## src/design/twss_pkg.sv

```systemverilog
// -----------------------------------------------------------------------------
// twss_pkg - trigger word stream statistics shared definitions
// Field widths, event type codes, statistic indexes, result kinds and the
// constants used to scale configuration values into clock ticks.
// -----------------------------------------------------------------------------
package twss_pkg;

   localparam int PHASE_BINS = 8;
   localparam int PHASE_BITS = $clog2(PHASE_BINS);

   localparam int CFG_W       = 20;
   localparam int CSR_IDX_W   = 2;
   localparam int WORD_W      = 64;
   localparam int TIME_W      = 48;
   localparam int DETAILS_W   = 12;
   localparam int TYPE_W      = 4;
   localparam int STAT_IDX_W  = 5;
   localparam int COUNT_W     = 32;
   localparam int FINE_W      = 5;
   localparam int REQ_DATA_W  = 72;
   localparam int RSP_DATA_W  = 128;

   // veto ticks = floor(veto_ns * 128 / 100) = (veto_ns * VETO_RECIP) >> VETO_SHIFT
   localparam int          VETO_TICKS_W = 21;
   localparam int          VETO_PROD_W  = 48;
   localparam int          VETO_SHIFT   = 27;
   localparam logic [27:0] VETO_RECIP   = 28'd171798692;

   localparam int          GAP_TICKS_W       = 36;
   localparam logic [15:0] TICKS_PER_MS      = 16'd40000;
   localparam logic [GAP_TICKS_W-1:0] REPORT_GAP_RESET  = 36'd20000000;
   localparam logic [GAP_TICKS_W-1:0] IGNORED_GAP_RESET = 36'd200000000;

   localparam logic [FINE_W-1:0]    FINE_OFFSET = 5'h18;
   localparam logic [DETAILS_W-1:0] DETAILS_MAX = 12'hFFF;

   typedef enum logic [CSR_IDX_W-1:0] {
      CSR_VETO        = 2'd0,
      CSR_REPORT_GAP  = 2'd1,
      CSR_IGNORED_GAP = 2'd2
   } csr_index_type;

   typedef enum logic [1:0] {
      KIND_TRIGGER = 2'd0,
      KIND_GAP     = 2'd1,
      KIND_UNKNOWN = 2'd2,
      KIND_STAT    = 2'd3
   } kind_type;

   localparam logic [TYPE_W-1:0] TYPE_TRIG_A = 4'd0;
   localparam logic [TYPE_W-1:0] TYPE_TRIG_B = 4'd1;
   localparam logic [TYPE_W-1:0] TYPE_STOP   = 4'd2;
   localparam logic [TYPE_W-1:0] TYPE_START  = 4'd3;

   localparam logic [STAT_IDX_W-1:0] STAT_TRIGGERS    = 5'd0;
   localparam logic [STAT_IDX_W-1:0] STAT_STARTS      = 5'd1;
   localparam logic [STAT_IDX_W-1:0] STAT_ONTIME      = 5'd2;
   localparam logic [STAT_IDX_W-1:0] STAT_RUN_START   = 5'd3;
   localparam logic [STAT_IDX_W-1:0] STAT_RUN_FINISH  = 5'd4;
   localparam logic [STAT_IDX_W-1:0] STAT_IGNORED     = 5'd5;
   localparam logic [STAT_IDX_W-1:0] STAT_SHUTTER     = 5'd6;
   localparam logic [STAT_IDX_W-1:0] STAT_FIRST_SHUT  = 5'd7;
   localparam logic [STAT_IDX_W-1:0] STAT_PHASE_FIRST = 5'd8;
   localparam logic [STAT_IDX_W-1:0] STAT_PHASE_LAST  = 5'd15;
   localparam logic [STAT_IDX_W-1:0] STAT_DOMINANT    = 5'd16;

endpackage

```

## src/design/trigger_word_stream_statistics.sv

```systemverilog
// -----------------------------------------------------------------------------
// trigger_word_stream_statistics - timing link event word decoder
// Decodes trigger, start and stop words, tracks run statistics and serves
// statistic readouts.
// -----------------------------------------------------------------------------
// Usage:
//   req channel: tuser = func (0 event word, 1 statistic read), tdata holds
//   event_word and stat_index. rsp channel: tuser = kind, tdata holds
//   cycle_number, trigger_number and time_value.
//   csr channel: write-only, always ready; index 0 veto, 1 report gap,
//   2 ignored gap. Write only while the block is idle.
//   A beat is captured in the input register and decoded from there; its
//   result (if any) is registered in the output register, from which it is
//   offered on rsp. Throughput is one beat per cycle while rsp is not stalled,
//   set by the single decode stage between the two registers.
//   Trigger headers, stop words and vetoed triggers give no result, nor does a
//   start word whose gap does not exceed the report gap. If rsp is stalled with
//   a result waiting, the decode stage holds its item whether or not it gives a
//   result, and req_tready drops once the input register is full.
//   Reset clears all statistics and loads the default thresholds (veto 0,
//   report gap 500 ms, ignored gap 5000 ms).
// -----------------------------------------------------------------------------
module trigger_word_stream_statistics (
   input  logic                                 clock,
   input  logic                                 reset,
   input  logic                                 req_tvalid,
   output logic                                 req_tready,
   input  logic [twss_pkg::REQ_DATA_W-1:0]      req_tdata,  // event_word, stat_index, pad
   input  logic                                 req_tuser,  // func
   output logic                                 rsp_tvalid,
   input  logic                                 rsp_tready,
   output logic [twss_pkg::RSP_DATA_W-1:0]      rsp_tdata,  // cycle_number, trigger_number,
                                                            // time_value
   output logic [1:0]                           rsp_tuser,  // kind
   input  logic                                 csr_valid,
   output logic                                 csr_ready,
   input  logic [twss_pkg::CSR_IDX_W-1:0]       csr_index,
   input  logic [twss_pkg::CFG_W-1:0]           csr_data
);

   // configuration, kept in ticks
   logic [twss_pkg::VETO_TICKS_W-1:0] veto_ticks_ff, veto_ticks_in;
   logic [twss_pkg::GAP_TICKS_W-1:0]  report_ticks_ff, report_ticks_in;
   logic [twss_pkg::GAP_TICKS_W-1:0]  ignored_ticks_ff, ignored_ticks_in;
   logic [twss_pkg::VETO_PROD_W-1:0]  veto_prod;
   logic [twss_pkg::GAP_TICKS_W-1:0]  gap_prod;

   // input register
   logic                              in_valid_ff, in_valid_in;
   logic                              in_func_ff, in_func_in;
   logic [twss_pkg::WORD_W-1:0]       in_word_ff, in_word_in;
   logic [twss_pkg::STAT_IDX_W-1:0]   in_idx_ff, in_idx_in;

   // statistics state
   logic                              awaiting_ff, awaiting_in;
   logic [twss_pkg::TIME_W-1:0]       header_time_ff, header_time_in;
   logic [twss_pkg::DETAILS_W-1:0]    prev_details_ff, prev_details_in;
   logic [63:0]                       shutter_ff, shutter_in;
   logic [63:0]                       origin_shutter_ff, origin_shutter_in;
   logic [twss_pkg::TIME_W-1:0]       last_cmd_ff, last_cmd_in;
   logic [63:0]                       last_fine_ff, last_fine_in;
   logic [twss_pkg::COUNT_W-1:0]      trig_total_ff, trig_total_in;
   logic [twss_pkg::COUNT_W-1:0]      start_total_ff, start_total_in;
   logic [63:0]                       ontime_ff, ontime_in;
   logic [twss_pkg::TIME_W-1:0]       run_start_ff, run_start_in;
   logic [twss_pkg::TIME_W-1:0]       run_finish_ff, run_finish_in;
   logic [63:0]                       ignored_ff, ignored_in;
   logic [twss_pkg::COUNT_W-1:0]      phase_ff [twss_pkg::PHASE_BINS];
   logic [twss_pkg::COUNT_W-1:0]      phase_in [twss_pkg::PHASE_BINS];

   // output register
   logic                              rsp_valid_ff, rsp_valid_in;
   logic [twss_pkg::RSP_DATA_W-1:0]   rsp_data_ff, rsp_data_in;
   logic [1:0]                        rsp_kind_ff, rsp_kind_in;

   logic                              advance;

   // decode wires
   logic [twss_pkg::TYPE_W-1:0]       ev_type;
   logic [twss_pkg::DETAILS_W-1:0]    ev_details;
   logic [twss_pkg::TIME_W-1:0]       ev_time;
   logic [twss_pkg::FINE_W-1:0]       fine_sub;
   logic [63:0]                       fine_time;
   logic [63:0]                       veto_diff;
   logic [63:0]                       gap;
   logic [63:0]                       shutter_new;
   logic [63:0]                       origin_new;
   logic [twss_pkg::PHASE_BITS-1:0]   bin;
   logic [twss_pkg::COUNT_W-1:0]      best;
   logic [63:0]                       dominant;
   logic [63:0]                       stat_value;
   logic [twss_pkg::STAT_IDX_W-1:0]   bin_idx;

   assign csr_ready  = 1'b1;
   assign advance    = in_valid_ff && (!rsp_valid_ff || rsp_tready);
   assign req_tready = !in_valid_ff || advance;
   assign rsp_tvalid = rsp_valid_ff;
   assign rsp_tdata  = rsp_data_ff;
   assign rsp_tuser  = rsp_kind_ff;

   // configuration scaling
   assign veto_prod = twss_pkg::VETO_PROD_W'(csr_data) *
                      twss_pkg::VETO_PROD_W'(twss_pkg::VETO_RECIP);
   assign gap_prod  = twss_pkg::GAP_TICKS_W'(csr_data) *
                      twss_pkg::GAP_TICKS_W'(twss_pkg::TICKS_PER_MS);

   always_comb begin
      veto_ticks_in    = veto_ticks_ff;
      report_ticks_in  = report_ticks_ff;
      ignored_ticks_in = ignored_ticks_ff;
      if (csr_valid && csr_ready) begin
         case (csr_index)
            twss_pkg::CSR_VETO: begin
               veto_ticks_in = veto_prod[twss_pkg::VETO_SHIFT +: twss_pkg::VETO_TICKS_W];
            end
            twss_pkg::CSR_REPORT_GAP: begin
               report_ticks_in = gap_prod;
            end
            twss_pkg::CSR_IGNORED_GAP: begin
               ignored_ticks_in = gap_prod;
            end
            default: begin
            end
         endcase
      end
   end

   // input register
   always_comb begin
      in_valid_in = in_valid_ff;
      in_func_in  = in_func_ff;
      in_word_in  = in_word_ff;
      in_idx_in   = in_idx_ff;
      if (advance) begin
         in_valid_in = 1'b0;
      end
      if (req_tvalid && req_tready) begin
         in_valid_in = 1'b1;
         in_func_in  = req_tuser;
         in_word_in  = req_tdata[twss_pkg::WORD_W-1:0];
         in_idx_in   = req_tdata[twss_pkg::WORD_W +: twss_pkg::STAT_IDX_W];
      end
   end

   // field decode and arithmetic
   assign ev_type    = in_word_ff[63:60];
   assign ev_details = in_word_ff[59:48];
   assign ev_time    = in_word_ff[twss_pkg::TIME_W-1:0];
   assign fine_sub   = in_word_ff[36:32] + twss_pkg::FINE_OFFSET;
   assign fine_time  = {11'd0, header_time_ff, fine_sub};
   assign veto_diff  = fine_time - last_fine_ff;
   assign gap        = {16'd0, ev_time} - {16'd0, last_cmd_ff};
   assign bin        = ev_time[twss_pkg::PHASE_BITS-1:0];
   assign bin_idx    = in_idx_ff - twss_pkg::STAT_PHASE_FIRST;

   always_comb begin
      shutter_new = shutter_ff;
      if (prev_details_ff == twss_pkg::DETAILS_MAX && ev_details == '0) begin
         shutter_new[63:twss_pkg::DETAILS_W] = shutter_ff[63:twss_pkg::DETAILS_W] + 52'd1;
      end
      shutter_new[twss_pkg::DETAILS_W-1:0] = ev_details;
      origin_new = (origin_shutter_ff == '0) ? shutter_new : origin_shutter_ff;
   end

   // lowest bin holding the largest nonzero count
   always_comb begin
      best     = '0;
      dominant = '1;
      for (int i = 0; i < twss_pkg::PHASE_BINS; i++) begin
         if (phase_ff[i] > best) begin
            best     = phase_ff[i];
            dominant = 64'(i);
         end
      end
   end

   always_comb begin
      stat_value = '0;
      case (in_idx_ff)
         twss_pkg::STAT_TRIGGERS:   stat_value = 64'(trig_total_ff);
         twss_pkg::STAT_STARTS:     stat_value = 64'(start_total_ff);
         twss_pkg::STAT_ONTIME:     stat_value = ontime_ff;
         twss_pkg::STAT_RUN_START:  stat_value = 64'(run_start_ff);
         twss_pkg::STAT_RUN_FINISH: stat_value = 64'(run_finish_ff);
         twss_pkg::STAT_IGNORED:    stat_value = ignored_ff;
         twss_pkg::STAT_SHUTTER:    stat_value = shutter_ff;
         twss_pkg::STAT_FIRST_SHUT: stat_value = origin_shutter_ff;
         twss_pkg::STAT_DOMINANT:   stat_value = dominant;
         default: begin
            if (in_idx_ff >= twss_pkg::STAT_PHASE_FIRST &&
                in_idx_ff <= twss_pkg::STAT_PHASE_LAST &&
                32'(bin_idx) < 32'(twss_pkg::PHASE_BINS)) begin
               stat_value = 64'(phase_ff[bin_idx[twss_pkg::PHASE_BITS-1:0]]);
            end
         end
      endcase
   end

   // state update and result
   always_comb begin
      awaiting_in       = awaiting_ff;
      header_time_in    = header_time_ff;
      prev_details_in   = prev_details_ff;
      shutter_in        = shutter_ff;
      origin_shutter_in = origin_shutter_ff;
      last_cmd_in       = last_cmd_ff;
      last_fine_in      = last_fine_ff;
      trig_total_in     = trig_total_ff;
      start_total_in    = start_total_ff;
      ontime_in         = ontime_ff;
      run_start_in      = run_start_ff;
      run_finish_in     = run_finish_ff;
      ignored_in        = ignored_ff;
      phase_in          = phase_ff;
      rsp_valid_in      = rsp_valid_ff && !rsp_tready;
      rsp_data_in       = rsp_data_ff;
      rsp_kind_in       = rsp_kind_ff;

      if (advance) begin
         if (in_func_ff) begin
            rsp_valid_in = 1'b1;
            rsp_kind_in  = twss_pkg::KIND_STAT;
            rsp_data_in  = {stat_value, 32'd0, 32'd0};
         end else if (awaiting_ff) begin
            awaiting_in = 1'b0;
            if (veto_diff >= 64'(veto_ticks_ff)) begin
               trig_total_in = trig_total_ff + 32'd1;
               last_fine_in  = fine_time;
               rsp_valid_in  = 1'b1;
               rsp_kind_in   = twss_pkg::KIND_TRIGGER;
               rsp_data_in   = {fine_time - {11'd0, last_cmd_ff, 5'd0},
                                in_word_ff[31:0], shutter_ff[31:0]};
            end
         end else begin
            prev_details_in = ev_details;
            case (ev_type)
               twss_pkg::TYPE_TRIG_A, twss_pkg::TYPE_TRIG_B: begin
                  header_time_in = ev_time;
                  awaiting_in    = 1'b1;
               end
               twss_pkg::TYPE_STOP: begin
                  ontime_in     = ontime_ff + gap;
                  run_finish_in = ev_time;
                  last_cmd_in   = ev_time;
               end
               twss_pkg::TYPE_START: begin
                  start_total_in    = start_total_ff + 32'd1;
                  shutter_in        = shutter_new;
                  origin_shutter_in = origin_new;
                  if (origin_shutter_ff == '0) begin
                     run_start_in = ev_time;
                  end
                  if (last_cmd_ff != '0) begin
                     if (gap > 64'(report_ticks_ff)) begin
                        rsp_valid_in = 1'b1;
                        rsp_kind_in  = twss_pkg::KIND_GAP;
                        rsp_data_in  = {gap, 32'd0, 32'(shutter_new - origin_new)};
                     end
                     if (gap > 64'(ignored_ticks_ff)) begin
                        ignored_in = ignored_ff + gap;
                     end
                  end
                  phase_in[bin] = phase_ff[bin] + 32'd1;
                  last_cmd_in   = ev_time;
               end
               default: begin
                  rsp_valid_in = 1'b1;
                  rsp_kind_in  = twss_pkg::KIND_UNKNOWN;
                  rsp_data_in  = {in_word_ff, 32'd0, 32'd0};
               end
            endcase
         end
      end
   end

   always_ff @(posedge clock) begin
      if (reset) begin
         veto_ticks_ff     <= '0;
         report_ticks_ff   <= twss_pkg::REPORT_GAP_RESET;
         ignored_ticks_ff  <= twss_pkg::IGNORED_GAP_RESET;
         in_valid_ff       <= 1'b0;
         awaiting_ff       <= 1'b0;
         header_time_ff    <= '0;
         prev_details_ff   <= '0;
         shutter_ff        <= '0;
         origin_shutter_ff <= '0;
         last_cmd_ff       <= '0;
         last_fine_ff      <= '0;
         trig_total_ff     <= '0;
         start_total_ff    <= '0;
         ontime_ff         <= '0;
         run_start_ff      <= '0;
         run_finish_ff     <= '0;
         ignored_ff        <= '0;
         for (int i = 0; i < twss_pkg::PHASE_BINS; i++) begin
            phase_ff[i] <= '0;
         end
         rsp_valid_ff      <= 1'b0;
      end else begin
         veto_ticks_ff     <= veto_ticks_in;
         report_ticks_ff   <= report_ticks_in;
         ignored_ticks_ff  <= ignored_ticks_in;
         in_valid_ff       <= in_valid_in;
         awaiting_ff       <= awaiting_in;
         header_time_ff    <= header_time_in;
         prev_details_ff   <= prev_details_in;
         shutter_ff        <= shutter_in;
         origin_shutter_ff <= origin_shutter_in;
         last_cmd_ff       <= last_cmd_in;
         last_fine_ff      <= last_fine_in;
         trig_total_ff     <= trig_total_in;
         start_total_ff    <= start_total_in;
         ontime_ff         <= ontime_in;
         run_start_ff      <= run_start_in;
         run_finish_ff     <= run_finish_in;
         ignored_ff        <= ignored_in;
         phase_ff          <= phase_in;
         rsp_valid_ff      <= rsp_valid_in;
      end
      in_func_ff  <= in_func_in;
      in_word_ff  <= in_word_in;
      in_idx_ff   <= in_idx_in;
      rsp_data_ff <= rsp_data_in;
      rsp_kind_ff <= rsp_kind_in;
   end

endmodule
```

## config.mk

```make
export PLATFORM = sky130hd
export DESIGN_NAME = trigger_word_stream_statistics
export DESIGN_NICKNAME = d
export VERILOG_FILES = /design/src/design/twss_pkg.sv /design/src/design/trigger_word_stream_statistics.sv
export SDC_FILE = /design/constraint.sdc
export NUM_CORES = 2
export LEC_CHECK = 0
export ABC_AREA = 1
export BUFFER_PORTS_ARGS = -buffer_cell sky130_fd_sc_hd__buf_2
export CAP_MARGIN = 20
export CORE_MARGIN = 2
export CORE_UTILIZATION = 60
export CTS_CLUSTER_SIZE = 28
export DETAILED_ROUTE_END_ITERATION = 10
export PLACE_DENSITY = 0.77
export SLEW_MARGIN = 20
export SYNTH_ARGS = -nofsm -noshare
export SYNTH_HDL_FRONTEND = slang
export SYNTH_SLANG_ARGS = --single-unit
```

## constraint.sdc

```tcl
create_clock -name clock -period 16.9 [get_ports clock]
set_input_delay 2.535 -clock clock [delete_from_list [all_inputs] [get_ports clock]]
set_output_delay 2.535 -clock clock [all_outputs]
set_load 0.02 [all_outputs]
```

* Yosys cells after proc, flatten, opt, wreduce, memory -nomap -nowiden
Index checks and enable logic that the tools add are counted.
** Word-level totals
- Input port bits :: 100
- Logic and storage cells :: 170
- Output and inout bits :: 133
- Flip-flop bits (word level) :: 1117
** Cells by class
- Reduce and logical (&&, ||, !) cells :: 35
- Bitwise logic cells :: 4
- Eq/ne operators :: 18
- $add $sub $neg :: 12
- $mul :: 2
- Multiplexer cells :: 50
- $lt $le $gt $ge :: 17
** Operators with widths (number)
- $mux W128 :: 5
- $mux W64 :: 9
- $pmux W64 S9 :: 1
- $mux W32 :: 13
- $bwmux W256 :: 1
- $pmux W128 S2 :: 1
- $gt A32 B32 Y1 :: 7
- $bmux W32 S3 :: 2
- $add A64 B64 Y64 :: 2
- $gt A64 B36 Y1 :: 2
- $sub A53 B53 Y54 :: 2
- $add A32 B1 Y32 const B :: 3
- $demux W32 S3 :: 1
- $ge A64 B21 Y1 :: 1
- $logic_not A64 Y1 :: 1
- $add A52 B1 Y52 const B :: 1
- $mux W52 :: 1
- $sub A48 B48 Y49 :: 1
- $reduce_bool A48 Y1 :: 1
- $mul A20 B26 Y46 const B :: 1
- $gt A32 B1 Y1 const B :: 1
- $sub A32 B32 Y32 :: 1
- $mul A20 B10 Y30 const B :: 1
- $eq A5 B3 Y1 const B :: 4
- 39 further kinds :: 75

* Longest topological paths before layout
- Depth after elaboration :: 18
- Gate-level depth with buffers :: 110
- Depth with buffers taken out :: 101

* Worst setup path before layout
OpenSTA, ideal clock, no wires.
- Path kind :: reg-to-reg
- Start point :: register phase_ff[247] (netlist bit)
- End point :: register rsp_data_ff, in the netlist rsp_tdata[119], data pin
- Stages on the path, launching flop included :: 88
- Data required time :: 16742 ps
- Arrival :: 12709 ps
- Path buffers :: 13
- Setup time :: 158 ps
- Slack :: 4033 ps
- Period minus slack after synthesis :: 12867 ps
- Path through :: dfxtp_1 > inv_1 > ha_1 > nand2_1 > nor2_1 > nand4_1 > nor2_2 > nand4_1 > nand2_1 > clkbuf_1 > clkbuf_1 > nand2_1 > o21ai_0 > ha_1 > nand2_1 > inv_1 > nand2_1 > nand3_1 > (+52 left out) > a21oi_1 > a211oi_1 > a32o_1 > clkbuf_1 > clkbuf_1 > o21ai_0 > ha_1 > nand2_1 > nor4_1 > nor4b_1 > a32o_1 > nand2_1 > nor4_1 > nand2_4 > buf_4 > nand2_1 > nand2_1 > o211ai_1
** Between the ends
- Word-level cells in the longest chain between the ends :: 18
- Elaborated cells between the ends (all ways) :: 25
- Those cells by class :: order compare: 8; mux: 17
** RTL lines
- from (decl) :: RTL line trigger_word_stream_statistics.sv:68 : logic [twss_pkg::COUNT_W-1:0] phase_ff [twss_pkg::PHASE_BINS];
- from (signal assigned) :: RTL line trigger_word_stream_statistics.sv:317 : phase_ff <= phase_in;
- $gt A32 B1 Y1 :: RTL line trigger_word_stream_statistics.sv:170 : if (phase_ff[i] > best) begin
- $mux W32 :: RTL line trigger_word_stream_statistics.sv:170
- $gt A32 B32 Y1 :: RTL line trigger_word_stream_statistics.sv:170
- $mux W32 :: RTL line trigger_word_stream_statistics.sv:170
- $gt A32 B32 Y1 :: RTL line trigger_word_stream_statistics.sv:170
- $mux W32 :: RTL line trigger_word_stream_statistics.sv:170
- $gt A32 B32 Y1 :: RTL line trigger_word_stream_statistics.sv:170
- $mux W32 :: RTL line trigger_word_stream_statistics.sv:170
- (+2 left out)
- $gt A32 B32 Y1 :: RTL line trigger_word_stream_statistics.sv:170
- $mux W32 :: RTL line trigger_word_stream_statistics.sv:170
- $gt A32 B32 Y1 :: RTL line trigger_word_stream_statistics.sv:170
- $mux W32 :: RTL line trigger_word_stream_statistics.sv:170
- $gt A32 B32 Y1 :: RTL line trigger_word_stream_statistics.sv:170
- $mux W64 (*) :: RTL line trigger_word_stream_statistics.sv:170
- $pmux W64 S9 (*) :: RTL line trigger_word_stream_statistics.sv:179 : case (in_idx_ff)
- $mux W128 (*) :: RTL line trigger_word_stream_statistics.sv:220 : if (in_func_ff) begin
- to (signal assigned) :: RTL line trigger_word_stream_statistics.sv:323 : rsp_data_ff <= rsp_data_in;
- to (decl) :: RTL line trigger_word_stream_statistics.sv:73 : logic [twss_pkg::RSP_DATA_W-1:0] rsp_data_ff, rsp_data_in;
Every way passes the cells marked *; elsewhere a longest branch is shown, timed or not.
A chain may end at the register's enable or synchronous reset.

* Final worst setup path
- Start point :: register phase_ff[255] (netlist bit)
- End point :: register rsp_data_ff, in the netlist rsp_tdata[84], data pin
Same word-level chain as after synthesis.

==> impl_metrics.json <==
{
  "status": "finished clean",
  "fin_util_pct": 66.8,
  "hold_path.class": "flop to flop",
  "finalHoldViolCount": 0,
  "ir_drop_mv": 0.224,
  "syn_area_per_cell_um2": 7.50,
  "clockPowerShare_pct": 28.8,
  "cts-buffers-inserted": 134,
  "die_x_um": 375,
  "htree_levels": 4,
  "total_power_mw": 10.8,
  "slew_headroom_pct": 9.51,
  "synth_area_leaders": "dfxtp_1, ha_1, inv_1",
  "ys_seq_area_share_pct": 29.5,
  "p_seq_share_pct": 26.1,
  "area_growth_pct": 10.7,
  "gp_congestion": 1.02,
  "num_io_pins": 233,
  "port_buffers": 228,
  "cp-end-kind": "flop",
  "drcViolationCount": 0,
  "yosysMostFrequentCell": "inv_1",
  "cellLeakagePower_nw": 43.3,
  "place_area_um2": 86700,
  "post_cts_resized": 0,
  "vias": 81200,
  "cpMostUsedCell": "nand2_1",
  "clk_pin_slew_ns": 0.06,
  "worstMarginPinSlew_ns": 1.34,
  "crit_slowest_cell": "nor4_1",
  "rsz0062_at_grt": "no",
  "firstDrtPassIters": 7,
  "path_max_fanout": 41,
  "fin_tns_setup_ns": 0,
  "routedWlPerCell_um": 23.8,
  "fmax_mhz": 63.1,
  "grt_first_pass_wirelength_mm": 463,
  "dp_hpwl_mm": 232,
  "ys_types": 79,
  "finalMaxSlewViolations": 0,
  "required_ns": 17.39,
  "cts_setup_buffers": 0,
  "synthTopCellsByCount": "inv_1, a21oi_1, nand2_1, o21ai_0, dfxtp_1",
  "syn_inst": 11000,
  "setup_viol": 0,
  "cpPeakStageDelay_ns": 0.43,
  "cts.sinks": 1117,
  "hold_ws_ns": 0.453,
  "drive_gt1_share_pct": 8.55,
  "grt_pass1_vias": 77000,
  "fin_nets": 12400,
  "combPwrFrac_pct": 45.1,
  "syn_area_um2": 82600,
  "period_share_pct": 93.8,
  "yosys.area.top_type": "dfxtp_1",
  "clk_latency_ns": 0.80,
  "yosys_warnings": 0,
  "ys_ff_latch": 1117,
  "cts_buffer_depth": 3,
  "die-area_um2": 141000,
  "maxCapViolations": 0,
  "yosys_most_used_dff": "dfxtp_1",
  "clock-root-buffer": "clkbuf_16",
  "ys_async_sr_fraction_pct": 0,
  "synth_top_area_share_pct": 22.2,
  "grt_max_degree": 121,
  "startpoint_type": "flop",
  "cts_tree": "done",
  "rows": 136,
  "power_density_nw_per_um2": 118,
  "dr.first_iter.drc_count": 9848,
  "holdBufCountCts": 0,
  "p_sw_share_pct": 39.6,
  "ant_nets": 0,
  "vias_per_cell": 6.19,
  "antenna_found_initial": 12,
  "power_switching_mw": 4.29,
  "die_y_um": 375,
  "synth_nets": 12200,
  "synth_edf_count": 200,
  "design_area_um2": 91400,
  "initial_core_util_pct": 60.3,
  "internal-power_mw": 6.53,
  "finalClockSkew_ns": 0.0304,
  "critPathKind": "flop to flop",
  "min_period_ns": 15.85,
  "drt-total-wl_mm": 312,
  "core-area_um2": 137000,
  "cp.arrival_ns": 16.35,
  "grt_usage_pct": 43.2,
  "overflow": 0
}
-- final timing paths --
check	startpoint	depth (start not counted)	end	slack, ns
worst max register to register	phase_ff[255]	89	rsp_tdata[84]	1.05
worst min-delay path	run_finish_ff[37]	2	run_finish_ff[37]	0.45
worst min register to register	run_finish_ff[37]	2	run_finish_ff[37]	0.45
worst max-delay path	phase_ff[255]	89	rsp_tdata[84]	1.05
-- layout by cell type (no fill, tap or decap), drive strengths merged, types with 90 or more instances in the layout --
cell	Yosys	layout
a21oi	1423	1423
buf	65	541
clkbuf	402	187
dfxtp	917	917
edfxtp	200	200
fa	209	209
ha	908	908
inv	1962	1974
nand2	1384	1384
nand3	178	178
nand4	164	164
nor2	524	524
nor3	121	121
o21ai	1345	1345
o22ai	239	239
xnor2	90	90
xor2	255	255
-- power by group through the flow --
stage          logic [mW]  clock network [mW]  registers [mW]
5_1_grt              5.47                3.21            2.83
3_3_place_gp         4.63                   0            2.88
4_1_cts              4.83                3.11            2.82
3_5_place_dp         4.78                   0            2.88
6_report             4.88                3.11            2.82
2_1_floorplan        3.17                   0            2.87
-- registers in the layout, summed over array words and instances, names as in the netlist, 48 cells and up --
name / cells
ignored_ff: 64
last_fine_ff: 53
header_time_ff: 48
in_word_ff: 64
origin_shutter_ff: 64
phase_ff: 256
rsp_tdata: 128
run_start_ff: 48
ontime_ff: 64
shutter_ff: 64
run_finish_ff: 48
last_cmd_ff: 48
-- through the flow --
step                      std cells  setup slack, ns
final                         13100             1.05
after global routing          13100           0.0118
after floorplan               11000             4.03
after global placement        12900             1.57
after CTS                     13100             1.11
after detailed placement      12900             1.27
-- critical path, delay by kind of cell (launching register included) --
kind                     cells  cell delay (ns)
AND/OR/NAND/NOR             39             4.62
AO/OA/AOI/OAI               23             4.36
buffers and inverters       20             3.96
adder cells (fa/ha/maj)      7             2.11
flip-flops                   1             0.41
-- cells by family after synthesis --
logic type	share of synthesized area, %
AND/OR/NAND/NOR	13.0
buffers and inverters	11.4
adder cells (fa/ha/maj)	18.8
flip-flops	29.5
AO/OA/AOI/OAI	23.6
other	0.00454
XOR/XNOR	3.66
-- per-layer routing --
layer	part of all wire, %	wire length (um)	global-route usage, %
met3	11	32900	8.58
met1	39	122000	55.2
met4	7.1	22200	26.9
met5	0.026	80	0
met2	43	135000	67.2
-- area by class of cell --
type	instances	area, um2
multi-input combinational	7448	49000
fill	11900	45500
sequential	1117	24400
inverter	1977	7440
clock buffer	187	3840
timing repair buffer	541	3670
tap	1794	2240
clock inverter	62	855
antenna	2	5.00
Power figures use the tool's default switching activity.
